==> src/rtl/core/iptc_pkg.sv <==
// Shared types and constants for the instruction TLB, page table and cache lookup.
package iptc_pkg;

   localparam int VA_W        = 10;
   localparam int STAMP_W     = 19;
   localparam int PA_W        = 6;
   localparam int OFF_W       = 3;
   localparam int PAGE_W      = VA_W - OFF_W;
   localparam int PT_DEPTH    = 1 << PAGE_W;
   localparam int TLB_ENTRIES = 32;
   localparam int TLB_IDX_W   = $clog2(TLB_ENTRIES);
   localparam int MEM_FRAMES  = 8;
   localparam int FRAME_W     = $clog2(MEM_FRAMES);
   localparam int CACHE_WAYS  = 4;
   localparam int WAY_W       = $clog2(CACHE_WAYS);
   localparam int BLK_W       = 2;
   localparam int TAG_W       = PA_W - BLK_W;

   localparam logic [STAMP_W-1:0] FRAME_STAMP_CEIL = STAMP_W'(500000);
   // Every stamp is below this bound, so it acts as the TLB ceiling.
   localparam logic [STAMP_W:0]   TLB_STAMP_CEIL   = {1'b1, {STAMP_W{1'b0}}};

   typedef struct packed {
      logic [VA_W-1:0]    va;
      logic [STAMP_W-1:0] stamp;
      logic               tlb_hit;
      logic [FRAME_W-1:0] frame;
   } task_type;

   typedef struct packed {
      logic               valid;
      logic               evict;
      logic [FRAME_W-1:0] victim;
      logic [FRAME_W-1:0] frame;
   } fill_type;

endpackage

==> src/rtl/core/iptc_queue.sv <==
// Two-word queue between the TLB front end and the walk and cache back end.
module iptc_queue import iptc_pkg::*; (
   input  logic     clock,
   input  logic     reset,
   input  logic     push,
   input  task_type push_word,
   input  logic     pop,
   output task_type pop_word,
   output logic     empty,
   output logic     full
);

   task_type   slot_ff [2];
   logic       wr_ptr_ff, wr_ptr_in;
   logic       rd_ptr_ff, rd_ptr_in;
   logic [1:0] count_ff, count_in;

   always_comb begin
      wr_ptr_in = wr_ptr_ff ^ push;
      rd_ptr_in = rd_ptr_ff ^ pop;
      count_in  = count_ff + 2'(push) - 2'(pop);
   end

   always_ff @(posedge clock) begin
      if (reset) begin
         wr_ptr_ff <= 1'b0;
         rd_ptr_ff <= 1'b0;
         count_ff  <= 2'd0;
      end else begin
         wr_ptr_ff <= wr_ptr_in;
         rd_ptr_ff <= rd_ptr_in;
         count_ff  <= count_in;
      end
      if (push) begin
         slot_ff[wr_ptr_ff] <= push_word;
      end
   end

   assign pop_word = slot_ff[rd_ptr_ff];
   assign empty    = (count_ff == 2'd0);
   assign full     = (count_ff == 2'd2);

endmodule

==> src/rtl/core/iptc_front.sv <==
// Front end: fully associative TLB lookup, classification and refill.
module iptc_front import iptc_pkg::*; (
   input  logic               clock,
   input  logic               reset,
   input  logic               accept,
   input  logic [VA_W-1:0]    req_va,
   input  logic [STAMP_W-1:0] req_stamp,
   input  fill_type           fill,
   output logic               push,
   output task_type           push_word,
   output logic               front_busy
);

   typedef enum logic [3:0] {
      F_IDLE = 4'b0001,
      F_LOOK = 4'b0010,
      F_WAIT = 4'b0100,
      F_SCAN = 4'b1000
   } fstate_type;

   fstate_type state_ff, state_in;

   logic [TLB_ENTRIES-1:0] valid_ff;
   logic [PAGE_W-1:0]      page_ff  [TLB_ENTRIES];
   logic [FRAME_W-1:0]     frame_ff [TLB_ENTRIES];
   logic [STAMP_W-1:0]     last_ff  [TLB_ENTRIES];

   logic [VA_W-1:0]      va_ff, va_in;
   logic [STAMP_W-1:0]   stamp_ff, stamp_in;
   logic [FRAME_W-1:0]   fr_ff, fr_in;
   logic [TLB_IDX_W-1:0] idx_ff, idx_in;
   logic [STAMP_W:0]     best_ff, best_in;
   logic [TLB_IDX_W-1:0] best_idx_ff, best_idx_in;

   logic [PAGE_W-1:0]      page;
   logic                   hit_any, clr_any, free_any, scan_lt;
   logic [TLB_IDX_W-1:0]   hit_idx, clr_idx, free_idx;
   logic [TLB_ENTRIES-1:0] free_vec;
   logic                   touch_en, clr_en, wr_en;
   logic [TLB_IDX_W-1:0]   wr_idx;
   logic [FRAME_W-1:0]     wr_frame;

   assign page = va_ff[VA_W-1:OFF_W];

   always_comb begin
      hit_any  = 1'b0;
      hit_idx  = '0;
      clr_any  = 1'b0;
      clr_idx  = '0;
      for (int i = TLB_ENTRIES - 1; i >= 0; i--) begin
         if (valid_ff[i] && page_ff[i] == page) begin
            hit_any = 1'b1;
            hit_idx = TLB_IDX_W'(i);
         end
         if (valid_ff[i] && frame_ff[i] == fill.victim) begin
            clr_any = 1'b1;
            clr_idx = TLB_IDX_W'(i);
         end
      end
      free_vec = ~valid_ff;
      if (fill.evict && clr_any) begin
         free_vec[clr_idx] = 1'b1;
      end
      free_any = 1'b0;
      free_idx = '0;
      for (int i = TLB_ENTRIES - 1; i >= 0; i--) begin
         if (free_vec[i]) begin
            free_any = 1'b1;
            free_idx = TLB_IDX_W'(i);
         end
      end
   end

   assign scan_lt = {1'b0, last_ff[idx_ff]} < best_ff;

   always_comb begin
      state_in    = state_ff;
      va_in       = va_ff;
      stamp_in    = stamp_ff;
      fr_in       = fr_ff;
      idx_in      = idx_ff;
      best_in     = best_ff;
      best_idx_in = best_idx_ff;
      push        = 1'b0;
      push_word   = '{va: va_ff, stamp: stamp_ff, tlb_hit: hit_any,
                      frame: hit_any ? frame_ff[hit_idx] : '0};
      touch_en    = 1'b0;
      clr_en      = 1'b0;
      wr_en       = 1'b0;
      wr_idx      = free_idx;
      wr_frame    = fill.frame;
      unique case (state_ff)
         F_IDLE: begin
            if (accept) begin
               va_in    = req_va;
               stamp_in = req_stamp;
               state_in = F_LOOK;
            end
         end
         F_LOOK: begin
            push     = 1'b1;
            touch_en = hit_any;
            state_in = hit_any ? F_IDLE : F_WAIT;
         end
         F_WAIT: begin
            if (fill.valid) begin
               fr_in  = fill.frame;
               clr_en = fill.evict && clr_any;
               if (free_any) begin
                  wr_en    = 1'b1;
                  state_in = F_IDLE;
               end else begin
                  idx_in      = '0;
                  best_in     = TLB_STAMP_CEIL;
                  best_idx_in = '0;
                  state_in    = F_SCAN;
               end
            end
         end
         F_SCAN: begin
            if (scan_lt) begin
               best_in     = {1'b0, last_ff[idx_ff]};
               best_idx_in = idx_ff;
            end
            idx_in = idx_ff + 1'b1;
            if (idx_ff == TLB_IDX_W'(TLB_ENTRIES - 1)) begin
               wr_en    = 1'b1;
               wr_idx   = scan_lt ? idx_ff : best_idx_ff;
               wr_frame = fr_ff;
               state_in = F_IDLE;
            end
         end
         default: state_in = F_IDLE;
      endcase
   end

   always_ff @(posedge clock) begin
      if (reset) begin
         state_ff <= F_IDLE;
         valid_ff <= '0;
      end else begin
         state_ff <= state_in;
         if (clr_en) begin
            valid_ff[clr_idx] <= 1'b0;
         end
         if (wr_en) begin
            valid_ff[wr_idx] <= 1'b1;
         end
      end
      va_ff       <= va_in;
      stamp_ff    <= stamp_in;
      fr_ff       <= fr_in;
      idx_ff      <= idx_in;
      best_ff     <= best_in;
      best_idx_ff <= best_idx_in;
      if (touch_en) begin
         last_ff[hit_idx] <= stamp_ff;
      end
      if (clr_en) begin
         page_ff[clr_idx]  <= '0;
         frame_ff[clr_idx] <= '0;
      end
      if (wr_en) begin
         page_ff[wr_idx]  <= page;
         frame_ff[wr_idx] <= wr_frame;
         last_ff[wr_idx]  <= stamp_ff;
      end
   end

   assign front_busy = (state_ff != F_IDLE);

endmodule

==> src/rtl/core/iptc_back.sv <==
// Back end: page-table walk, frame allocation and eviction, and cache lookup.
module iptc_back import iptc_pkg::*; (
   input  logic               clock,
   input  logic               reset,
   input  logic               q_empty,
   input  task_type           q_word,
   output logic               pop,
   output fill_type           fill,
   output logic               back_busy,
   output logic               rsp_valid,
   output logic [PA_W-1:0]    rsp_phys_addr,
   output logic               rsp_tlb_hit,
   output logic               rsp_pte_hit,
   output logic               rsp_cache_hit
);

   typedef enum logic [4:0] {
      B_IDLE  = 5'b00001,
      B_WALK  = 5'b00010,
      B_PTHIT = 5'b00100,
      B_FSCAN = 5'b01000,
      B_CACHE = 5'b10000
   } bstate_type;

   bstate_type state_ff, state_in;

   task_type           task_ff, task_in;
   logic [FRAME_W-1:0] cur_ff, cur_in;
   logic               pte_hit_ff, pte_hit_in;

   logic [PT_DEPTH-1:0] pt_valid_ff;
   logic [FRAME_W-1:0]  pt_mem [PT_DEPTH];
   logic [FRAME_W-1:0]  pt_rd_ff;

   logic [MEM_FRAMES-1:0] fvalid_ff;
   logic [STAMP_W-1:0]    flast_ff [MEM_FRAMES];
   logic [PAGE_W-1:0]     fpage_ff [MEM_FRAMES];
   logic [FRAME_W-1:0]    fidx_ff, fidx_in;
   logic [STAMP_W-1:0]    fbest_ff, fbest_in;
   logic [FRAME_W-1:0]    fbest_idx_ff, fbest_idx_in;

   logic [CACHE_WAYS-1:0] lv_ff, lmru_ff;
   logic [TAG_W-1:0]      ltag_ff [CACHE_WAYS];

   logic               rsp_valid_ff, rsp_valid_in;
   logic [PA_W-1:0]    rsp_pa_ff, rsp_pa_in;
   logic               rsp_tlb_ff, rsp_tlb_in;
   logic               rsp_pte_ff, rsp_pte_in;
   logic               rsp_cache_ff, rsp_cache_in;

   logic [PAGE_W-1:0]  page;
   logic               ffree_any, fscan_lt;
   logic [FRAME_W-1:0] ffree_idx;
   logic               alloc_en, alloc_evict, touch_en, cache_en;
   logic [FRAME_W-1:0] alloc_frame;

   logic [PA_W-1:0]       pa;
   logic [TAG_W-1:0]      tag;
   logic                  c_hit, c_ok;
   logic [WAY_W-1:0]      hit_way, inv_way, old_way, c_way;
   logic                  inv_any, old_any;
   logic [CACHE_WAYS-1:0] mru_new;

   assign page     = task_ff.va[VA_W-1:OFF_W];
   assign fscan_lt = flast_ff[fidx_ff] < fbest_ff;

   always_comb begin
      ffree_any = 1'b0;
      ffree_idx = '0;
      for (int i = MEM_FRAMES - 1; i >= 0; i--) begin
         if (!fvalid_ff[i]) begin
            ffree_any = 1'b1;
            ffree_idx = FRAME_W'(i);
         end
      end
   end

   always_comb begin
      pa      = {cur_ff, task_ff.va[OFF_W-1:0]};
      tag     = pa[PA_W-1:BLK_W];
      c_hit   = 1'b0;
      hit_way = '0;
      inv_any = 1'b0;
      inv_way = '0;
      old_any = 1'b0;
      old_way = '0;
      for (int i = CACHE_WAYS - 1; i >= 0; i--) begin
         if (lv_ff[i] && ltag_ff[i] == tag) begin
            c_hit   = 1'b1;
            hit_way = WAY_W'(i);
         end
         if (!lv_ff[i]) begin
            inv_any = 1'b1;
            inv_way = WAY_W'(i);
         end
         if (!lmru_ff[i]) begin
            old_any = 1'b1;
            old_way = WAY_W'(i);
         end
      end
      c_ok  = c_hit || inv_any || old_any;
      c_way = c_hit ? hit_way : (inv_any ? inv_way : old_way);
      mru_new = lmru_ff;
      mru_new[c_way] = 1'b1;
      if (&mru_new) begin
         mru_new = '0;
         if (CACHE_WAYS > 1) begin
            mru_new[c_way] = 1'b1;
         end
      end
   end

   always_comb begin
      state_in     = state_ff;
      task_in      = task_ff;
      cur_in       = cur_ff;
      pte_hit_in   = pte_hit_ff;
      fidx_in      = fidx_ff;
      fbest_in     = fbest_ff;
      fbest_idx_in = fbest_idx_ff;
      pop          = 1'b0;
      alloc_en     = 1'b0;
      alloc_evict  = 1'b0;
      alloc_frame  = ffree_idx;
      touch_en     = 1'b0;
      cache_en     = 1'b0;
      rsp_valid_in = 1'b0;
      rsp_pa_in    = rsp_pa_ff;
      rsp_tlb_in   = rsp_tlb_ff;
      rsp_pte_in   = rsp_pte_ff;
      rsp_cache_in = rsp_cache_ff;
      unique case (state_ff)
         B_IDLE: begin
            if (!q_empty) begin
               pop        = 1'b1;
               task_in    = q_word;
               cur_in     = q_word.frame;
               pte_hit_in = 1'b1;
               state_in   = q_word.tlb_hit ? B_CACHE : B_WALK;
            end
         end
         B_WALK: begin
            if (pt_valid_ff[page]) begin
               state_in = B_PTHIT;
            end else begin
               pte_hit_in = 1'b0;
               if (ffree_any) begin
                  alloc_en = 1'b1;
                  cur_in   = ffree_idx;
                  state_in = B_CACHE;
               end else begin
                  fidx_in      = '0;
                  fbest_in     = FRAME_STAMP_CEIL;
                  fbest_idx_in = '0;
                  state_in     = B_FSCAN;
               end
            end
         end
         B_PTHIT: begin
            touch_en = 1'b1;
            cur_in   = pt_rd_ff;
            state_in = B_CACHE;
         end
         B_FSCAN: begin
            if (fscan_lt) begin
               fbest_in     = flast_ff[fidx_ff];
               fbest_idx_in = fidx_ff;
            end
            fidx_in = fidx_ff + 1'b1;
            if (fidx_ff == FRAME_W'(MEM_FRAMES - 1)) begin
               alloc_en    = 1'b1;
               alloc_evict = 1'b1;
               alloc_frame = fscan_lt ? fidx_ff : fbest_idx_ff;
               cur_in      = alloc_frame;
               state_in    = B_CACHE;
            end
         end
         B_CACHE: begin
            cache_en     = 1'b1;
            rsp_valid_in = 1'b1;
            rsp_pa_in    = pa;
            rsp_tlb_in   = task_ff.tlb_hit;
            rsp_pte_in   = pte_hit_ff;
            rsp_cache_in = c_hit;
            state_in     = B_IDLE;
         end
         default: state_in = B_IDLE;
      endcase
   end

   always_comb begin
      fill.valid  = alloc_en || touch_en;
      fill.evict  = alloc_evict;
      fill.victim = alloc_frame;
      fill.frame  = touch_en ? pt_rd_ff : alloc_frame;
   end

   always_ff @(posedge clock) begin
      if (reset) begin
         state_ff     <= B_IDLE;
         pt_valid_ff  <= '0;
         fvalid_ff    <= '0;
         lv_ff        <= '0;
         lmru_ff      <= '0;
         rsp_valid_ff <= 1'b0;
      end else begin
         state_ff     <= state_in;
         rsp_valid_ff <= rsp_valid_in;
         if (alloc_en) begin
            fvalid_ff[alloc_frame] <= 1'b1;
            if (alloc_evict) begin
               pt_valid_ff[fpage_ff[alloc_frame]] <= 1'b0;
               for (int k = 0; k < CACHE_WAYS; k++) begin
                  if (ltag_ff[k][TAG_W-1:OFF_W-BLK_W] == alloc_frame) begin
                     lv_ff[k]   <= 1'b0;
                     lmru_ff[k] <= 1'b0;
                  end
               end
            end
            pt_valid_ff[page] <= 1'b1;
         end
         if (cache_en && c_ok) begin
            lmru_ff <= mru_new;
            if (!c_hit) begin
               lv_ff[c_way] <= 1'b1;
            end
         end
      end
      task_ff      <= task_in;
      cur_ff       <= cur_in;
      pte_hit_ff   <= pte_hit_in;
      fidx_ff      <= fidx_in;
      fbest_ff     <= fbest_in;
      fbest_idx_ff <= fbest_idx_in;
      rsp_pa_ff    <= rsp_pa_in;
      rsp_tlb_ff   <= rsp_tlb_in;
      rsp_pte_ff   <= rsp_pte_in;
      rsp_cache_ff <= rsp_cache_in;
      pt_rd_ff     <= pt_mem[page];
      if (alloc_en) begin
         pt_mem[page]          <= alloc_frame;
         flast_ff[alloc_frame] <= task_ff.stamp;
         fpage_ff[alloc_frame] <= page;
      end
      if (touch_en) begin
         flast_ff[pt_rd_ff] <= task_ff.stamp;
      end
      if (cache_en && c_ok && !c_hit) begin
         ltag_ff[c_way] <= tag;
      end
   end

   assign back_busy     = (state_ff != B_IDLE);
   assign rsp_valid     = rsp_valid_ff;
   assign rsp_phys_addr = rsp_pa_ff;
   assign rsp_tlb_hit   = rsp_tlb_ff;
   assign rsp_pte_hit   = rsp_pte_ff;
   assign rsp_cache_hit = rsp_cache_ff;

endmodule

==> src/rtl/core/itlb_page_table_cache_lookup.sv <==
// Top level of the instruction TLB, page table and cache lookup.
// One fetch word is taken at a time, and its result appears on the rsp_ ports for one cycle
// with rsp_valid high; it must be captured then. A TLB hit goes from the queue straight to
// the cache lookup. A TLB miss walks the page table, and a page table hit then reads the
// frame before the cache lookup; a page fault with a free frame allocates it in the walk.
// A page fault with all frames in use adds a scan of the frame stamps. When the TLB is
// full, its refill scans all 32 entry stamps, one per cycle, once the back end reports the
// frame, and busy stays high until that scan ends.
module itlb_page_table_cache_lookup import iptc_pkg::*; (
   input  logic               clock,
   input  logic               reset,
   input  logic               start,
   output logic               busy,
   input  logic [VA_W-1:0]    req_virt_addr,
   input  logic [STAMP_W-1:0] req_stamp,
   output logic               rsp_valid,
   output logic [PA_W-1:0]    rsp_phys_addr,
   output logic               rsp_tlb_hit,
   output logic               rsp_pte_hit,
   output logic               rsp_cache_hit
);

   logic     accept, front_busy, back_busy;
   logic     q_push, q_pop, q_empty, q_full;
   task_type push_word, pop_word;
   fill_type fill;

   assign busy   = front_busy || !q_empty || back_busy;
   assign accept = start && !busy;

   iptc_front u_front (
      .clock      (clock),
      .reset      (reset),
      .accept     (accept),
      .req_va     (req_virt_addr),
      .req_stamp  (req_stamp),
      .fill       (fill),
      .push       (q_push),
      .push_word  (push_word),
      .front_busy (front_busy)
   );

   iptc_queue u_queue (
      .clock     (clock),
      .reset     (reset),
      .push      (q_push),
      .push_word (push_word),
      .pop       (q_pop),
      .pop_word  (pop_word),
      .empty     (q_empty),
      .full      (q_full)
   );

   iptc_back u_back (
      .clock         (clock),
      .reset         (reset),
      .q_empty       (q_empty),
      .q_word        (pop_word),
      .pop           (q_pop),
      .fill          (fill),
      .back_busy     (back_busy),
      .rsp_valid     (rsp_valid),
      .rsp_phys_addr (rsp_phys_addr),
      .rsp_tlb_hit   (rsp_tlb_hit),
      .rsp_pte_hit   (rsp_pte_hit),
      .rsp_cache_hit (rsp_cache_hit)
   );

   a_no_push_when_full: assert property (@(posedge clock) disable iff (reset)
      q_push |-> !q_full)
      else $error("Queue pushed while full.");

   a_tlb_hit_implies_pte: assert property (@(posedge clock) disable iff (reset)
      rsp_valid && rsp_tlb_hit |-> rsp_pte_hit)
      else $error("TLB hit reported with a page fault.");

   a_single_strobe: assert property (@(posedge clock) disable iff (reset)
      rsp_valid |=> !rsp_valid)
      else $error("Two result strobes in a row.");

   a_busy_after_accept: assert property (@(posedge clock) disable iff (reset)
      accept |=> busy)
      else $error("Block not busy after taking a word.");

endmodule

==> config.mk <==
export PLATFORM = sky130hd
export DESIGN_NAME = itlb_page_table_cache_lookup
export DESIGN_NICKNAME = d
export VERILOG_FILES = /design/src/rtl/core/iptc_pkg.sv /design/src/rtl/core/iptc_queue.sv /design/src/rtl/core/iptc_front.sv /design/src/rtl/core/iptc_back.sv /design/src/rtl/core/itlb_page_table_cache_lookup.sv
export SDC_FILE = /design/constraint.sdc
export NUM_CORES = 2
export LEC_CHECK = 0
export BUFFER_PORTS_ARGS = -buffer_cell sky130_fd_sc_hd__buf_2
export CAP_MARGIN = 30
export CORE_MARGIN = 10
export CORE_UTILIZATION = 45
export CTS_CLUSTER_SIZE = 40
export DETAILED_ROUTE_END_ITERATION = 10
export HOLD_SLACK_MARGIN = 0.05
export PLACE_DENSITY_LB_ADDON = 0.3
export SKIP_CTS_REPAIR_TIMING = 1
export SYNTH_ARGS = -nofsm -noshare
export SYNTH_HDL_FRONTEND = slang
export SYNTH_SLANG_ARGS = --single-unit
==> constraint.sdc <==
create_clock -name clock -period 7.99 [get_ports clock]
set_clock_uncertainty 0.1 [all_clocks]
set_input_delay 2.397 -clock clock [delete_from_list [all_inputs] [get_ports clock]]
set_output_delay 2.397 -clock clock [all_outputs]
set_load 0.02 [all_outputs]
==> After elaboration in Yosys (flattened, before gate mapping) <==
Memories as Yosys holds them, arrays and structs flattened. A register that Yosys moved wholly into a read port is not among the register bits.
Cells that the tools add are included.
{ "word_totals": {"ram_bits": 1602, "wordCells": 641, "reg_bits": 320, "out_inout_bits": 11, "n_memories": 8} }
{ "op_classes": {"addsub": 4, "muxes": 358, "eq_ne": 96, "magnitude_cmp": 14, "n_reduce_logical": 115, "bitwise": 14} }
{ "mem_list": {"columns": ["name", "depth", "word_bits", "rd", "rd_ports_with_merged_regs", "wr", "line_no", "text"], "rows": [
  ["u_front.last_ff", 32, 19, 1, 1, 1, "iptc_front.sv:26", "logic [STAMP_W-1:0] last_ff [TLB_ENTRIES];"],
  ["u_back.pt_mem", 128, 3, 1, 1, 1, "iptc_back.sv:32", "logic [FRAME_W-1:0] pt_mem [PT_DEPTH];"],
  ["u_front.page_ff", 32, 7, 32, 0, 2, "iptc_front.sv:24", "logic [PAGE_W-1:0] page_ff [TLB_ENTRIES];"],
  ["u_back.flast_ff", 8, 19, 1, 1, 1, "iptc_back.sv:36", "logic [STAMP_W-1:0] flast_ff [MEM_FRAMES];"],
  ["u_front.frame_ff", 32, 3, 33, 0, 2, "iptc_front.sv:25", "logic [FRAME_W-1:0] frame_ff [TLB_ENTRIES];"],
  ["u_queue.slot_ff", 2, 33, 1, 1, 1, "iptc_queue.sv:13", "task_type slot_ff [2];"],
  ["2 more memories", null, null, null, null, null, null, null]
]} }
{ "op_table": {"columns": ["operator", "count"], "rows": [
  ["5-bit 2-to-1 mux", 108],
  ["128-bit 2-to-1 mux", 3],
  ["7-bit equality test", 32],
  ["1-bit 2-to-1 mux", 165],
  ["128-bit AND", 1],
  ["32-bit 2-to-1 mux", 4],
  ["128-bit NOT", 1],
  ["128-bit OR", 1],
  ["3-bit equality test", 36],
  ["19-bit 2-to-1 mux", 5],
  ["1-bit logical AND", 78],
  ["3-bit 2-to-1 mux", 24],
  ["32-bit NOT", 2],
  ["32-bit OR", 2],
  ["20-bit 2-to-1 mux", 3],
  ["4-bit 2-to-1 mux", 13],
  ["20-bit case mux with 2 select lines", 1],
  ["19-bit case mux with 2 select lines", 1],
  ["19-bit OR reduction", 2],
  ["32-bit AND", 1],
  ["2-bit 2-to-1 mux", 14],
  ["3-bit AND reduction", 8],
  ["19-bit by 20-bit < comparator with 1-bit output", 1],
  ["5-bit case mux with 2 select lines", 2],
  ["other kinds (50)", 93]
]} }

==> Logic depth before layout (Yosys ltp) <==
{ "depth": {"word_depth": 90, "mapped_depth": 30, "mapped_depth_nobuf": 21} }

==> Modules after synthesis <==
A second synthesis with hierarchy kept.
{ "unflattened": {"cells_unflattened": 5553, "area_unflattened_um2": 82664.3} }
{ "by_module_without_submodules": {"columns": ["mod", "cells_per_inst", "instances", "area_each_um2"], "rows": [
  ["iptc_front", 3028, 1, 45728.9],
  ["iptc_back", 2401, 1, 34180.3],
  ["iptc_queue", 122, 1, 2733.9],
  ["itlb_page_table_cache_lookup", 2, 1, 21.3]
]} }

==> Worst setup path after synthesis <==
Ideal clock, no wire load.
{ "synth_timing": {"path_type": "reg2reg", "start": "register with a tool-made name", "end": "memory u_front.last_ff[30][0] (enable)", "required_ns": 7.471, "setup_time_ns": 0.419, "arrival_ns": 8.117, "stages_incl_launch_ff": 28, "n_path_buf": 7, "path_slack_ns": -0.646, "path_cell_list": "dfxtp_1 > buf_2 > buf_1 > mux4_2 > mux2_2 > ha_1 > nand4_1 > or3_1 > a221o_2 > buf_6 > buf_6 > buf_2 > nand3_1 > o41ai_1 > a31oi_1 > nand4_2 > nor4b_4 > nand4_1 > a2111oi_1 > mux2_2 > a21oi_1 > and3b_1 > a2111oi_4 > o21ai_1 > and2_1 > buf_2 > buf_2 > nor3_1"} }
{ "synth_rtl": {"columns": ["item", "line_no"], "rows": [
  ["end, declared", "iptc_front.sv:26"]
]} }

==> flow_metrics.env <==
export IMPL_yosysUniqueCellTypes=104
export IMPL_start_util_pct=45.2
export IMPL_portBuffers=42
export IMPL_critPathSlowestCell="mux4_2"
export IMPL_synth_edf_count=1732
export IMPL_cts_made_buffers=192
export IMPL_synth_common_cells="edfxtp_1 (1732), nor2_1 (442), nand2_1 (355)"
export IMPL_ys_ff_latch=1933
export IMPL_synth_area_sq_um=84800
export IMPL_outcome="finished clean"
export IMPL_synth_avg_cell_area_sq_um=14.0
export IMPL_num_vias=54400
export IMPL_synth_top_area_share_pct=61.3
export IMPL_cp_common_cell="buf_4"
export IMPL_dp_final_hpwl_microns=166000
export IMPL_nets=6386
export IMPL_gr_total_overflow=0
export IMPL_ir_drop_mv=0.206
export IMPL_fp_dieH_microns=454
export IMPL_min_path_type="flip-flop to flip-flop"
export IMPL_async_flop_share_pct=0
export IMPL_max_freq_mhz=128
export IMPL_synthFlopType="edfxtp_1"
export IMPL_coreArea_sq_um=188000
export IMPL_pin_count=43
export IMPL_fin_crit_sh_pct=97.4
export IMPL_place_congestion=1.00
export IMPL_yosysTopAreaCell="edfxtp_1"
export IMPL_clkLatencyLatePin_ns=0.89
export IMPL_tightest_slew_ns=1.09
export IMPL_hold_viol=0
export IMPL_yosys_warnings=0
export IMPL_finalSetupTns_ns=0
export IMPL_maxSlewHeadroom_pct=26.6
export IMPL_die_w_microns=454
export IMPL_cp_required_ns=8.42
export IMPL_clk_pin_slew_ns=0.06
export IMPL_dr_pass1_iters=6
export IMPL_met2WireLength_microns=115000
export IMPL_whs_ns=0.318
export IMPL_htreeDepth=4
export IMPL_std_cell_rows=159
export IMPL_power_density_nw_per_um2=244
export IMPL_finalSetupViolCount=0
export IMPL_cts_buffer_depth=3
export IMPL_area_growth_pct=15.2
export IMPL_ant_nets=0
export IMPL_wl_per_cell_microns=27.4
export IMPL_path_class="flip-flop to flip-flop"
export IMPL_grt_pass1_wl_microns=362000
export IMPL_synth_seq_area_share_pct=66.1
export IMPL_drive_gt1_share_pct=19.4
export IMPL_grt_max_degree=75
export IMPL_place_ws_ns=-0.222
export IMPL_dpl_cell_area_sq_um=91100
export IMPL_drt_iter0_markers=6550
export IMPL_synthTopCellsByArea="edfxtp_1 (61%), mux4_2 (6.5%), dfxtp_1 (4.7%)"
export IMPL_cap_violations=0
export IMPL_syn_num_nets=6115
export IMPL_synth_most_common_cell="edfxtp_1"
export IMPL_clockRootBuffer="clkbuf_16"
export IMPL_cts_sinks=1933
export IMPL_synth_cells=6039
export IMPL_cts_tree="done"
export IMPL_drc_errors=0
export IMPL_routed_via_density=6.07
export IMPL_slew_violations=0
export IMPL_critical_path_arrival_ns=8.21
export IMPL_wl_microns=246000
export IMPL_antenna_found_initial=10
export IMPL_fin_ws_ns=0.205
export IMPL_fin_area_sq_um=97700
export IMPL_grt_pass1_vias=53500
export IMPL_cp_end_kind="flip-flop"
export IMPL_period_minus_slack_ns=7.78
export IMPL_fillers=15400
export IMPL_grt_use_total_pct=23.4
export IMPL_max_stage_delay_ns=0.51
export IMPL_highest_layer="met5"
export IMPL_p_leak_nw=31.2
export IMPL_crit_fanout=15
export IMPL_wl_met1_microns=102000
export IMPL_routed_wl_met3_microns=19400
export IMPL_cp_start_kind="flip-flop"
export IMPL_dieArea_sq_um=206000
[cell type report]
class	instances	area [sq um]	area share, %
Timing Repair Buffer	469	4400	4.50
Inverter	231	873	0.894
Clock inverter	111	1240	1.27
Clock buffer	242	5040	5.16
Multi-Input combinational cell	3483	26900	27.6
Antenna cell	4	10.0	0.0102
Sequential cell	1933	56100	57.4
Tap cell	2495	3120	3.20
[cell usage in the layout, fill, tap and decap left out, drive strengths merged, types with 86 or more instances in the layout]
cell,instances
edfxtp,1732
buf,467
nor2,445
nand2,361
xnor2,267
mux4,243
clkbuf,243
a21oi,238
o21ai,229
inv,228
dfxtp,201
nor3,176
a22oi,156
xor2,143
nand3,131
mux2i,115
nand4,106
clkinv,93
mux2,86
[per-layer routing]
| metal | vias up | track usage [%] |
|---|---|---|
| met2 | 2520 | 36.7 |
| met3 | 538 | 3.91 |
| met1 | 27700 | 32.5 |
| met5 | - | 0 |
| met4 | 6 | 9.35 |
| li1 | 23600 | - |
[worst paths after layout]
kind              depth (start not counted)         start                 endpoint  slack [ns]
hold / removal                            0  u_back.pa[1]  u_back.rsp_phys_addr[1]        0.32
setup reg to reg                         27     flip-flop   u_front.page_ff[30][0]        0.21
setup / recovery                         27     flip-flop   u_front.page_ff[30][0]        0.21
hold reg to reg                           0  u_back.pa[1]  u_back.rsp_phys_addr[1]        0.32
[power breakdown]
group          total (mW)  switching, mW  internal [mW]
Sequential           11.9          0.297           11.6
Clock                8.92           3.92           5.00
Combinational        3.04           2.09          0.941
Total                23.8           6.31           17.5
[worst max-delay path, delay by kind of cell (launching register included)]
| family | cells | cell delay, ns |
|---|---|---|
| fa+ha+maj | 1 | 0.34 |
| simple gates | 10 | 2.37 |
| compound gates | 6 | 1.82 |
| buf+inv | 8 | 1.65 |
| mux | 2 | 0.79 |
| flops | 1 | 0.40 |
[kinds of logic (layout without fill, tap and decap cells)]
family          after synthesis  after routing  share of synthesized area [%]
simple gates               1512           1512                           8.54
xor+xnor                    410            410                           4.24
other cells                   0              4                              0
compound gates             1073           1073                           8.58
fa+ha+maj                    44             44                          0.649
mux                         444            444                           8.97
buf+inv                     623           1053                           2.94
flops                      1933           1933                           66.1
[state kept, by name, indices dropped and copies added, names as in the netlist, 8 cells and up, named ones only]
| signal | cells |
|---|---|
| u_front.valid_ff | 32 |
| u_back.flast_ff | 152 |
| u_back.task_ff | 20 |
| u_front.best_ff | 20 |
| u_back.fpage_ff | 56 |
| u_queue.slot_ff | 66 |
| u_front.page_ff | 224 |
| u_back.fvalid_ff | 8 |
| u_front.va_ff | 10 |
| u_back.fbest_ff | 19 |
| u_front.stamp_ff | 19 |
| u_back.pt_mem | 384 |
| u_back.pt_valid_ff | 128 |
| u_back.ltag_ff | 16 |
| u_front.frame_ff | 96 |
| u_front.last_ff | 608 |
[per-stage QoR]
step	utilization (%)	total power, mW	instances
3_5_place_dp	48.5	15.1	8603
2_1_floorplan	-	13.7	6039
6_report	52.1	23.8	8968
3_3_place_gp	48.4	15.0	8586
5_1_grt	52.1	24.6	8965
4_1_cts	51.9	23.9	8956
Power figures use the tool's default switching activity.
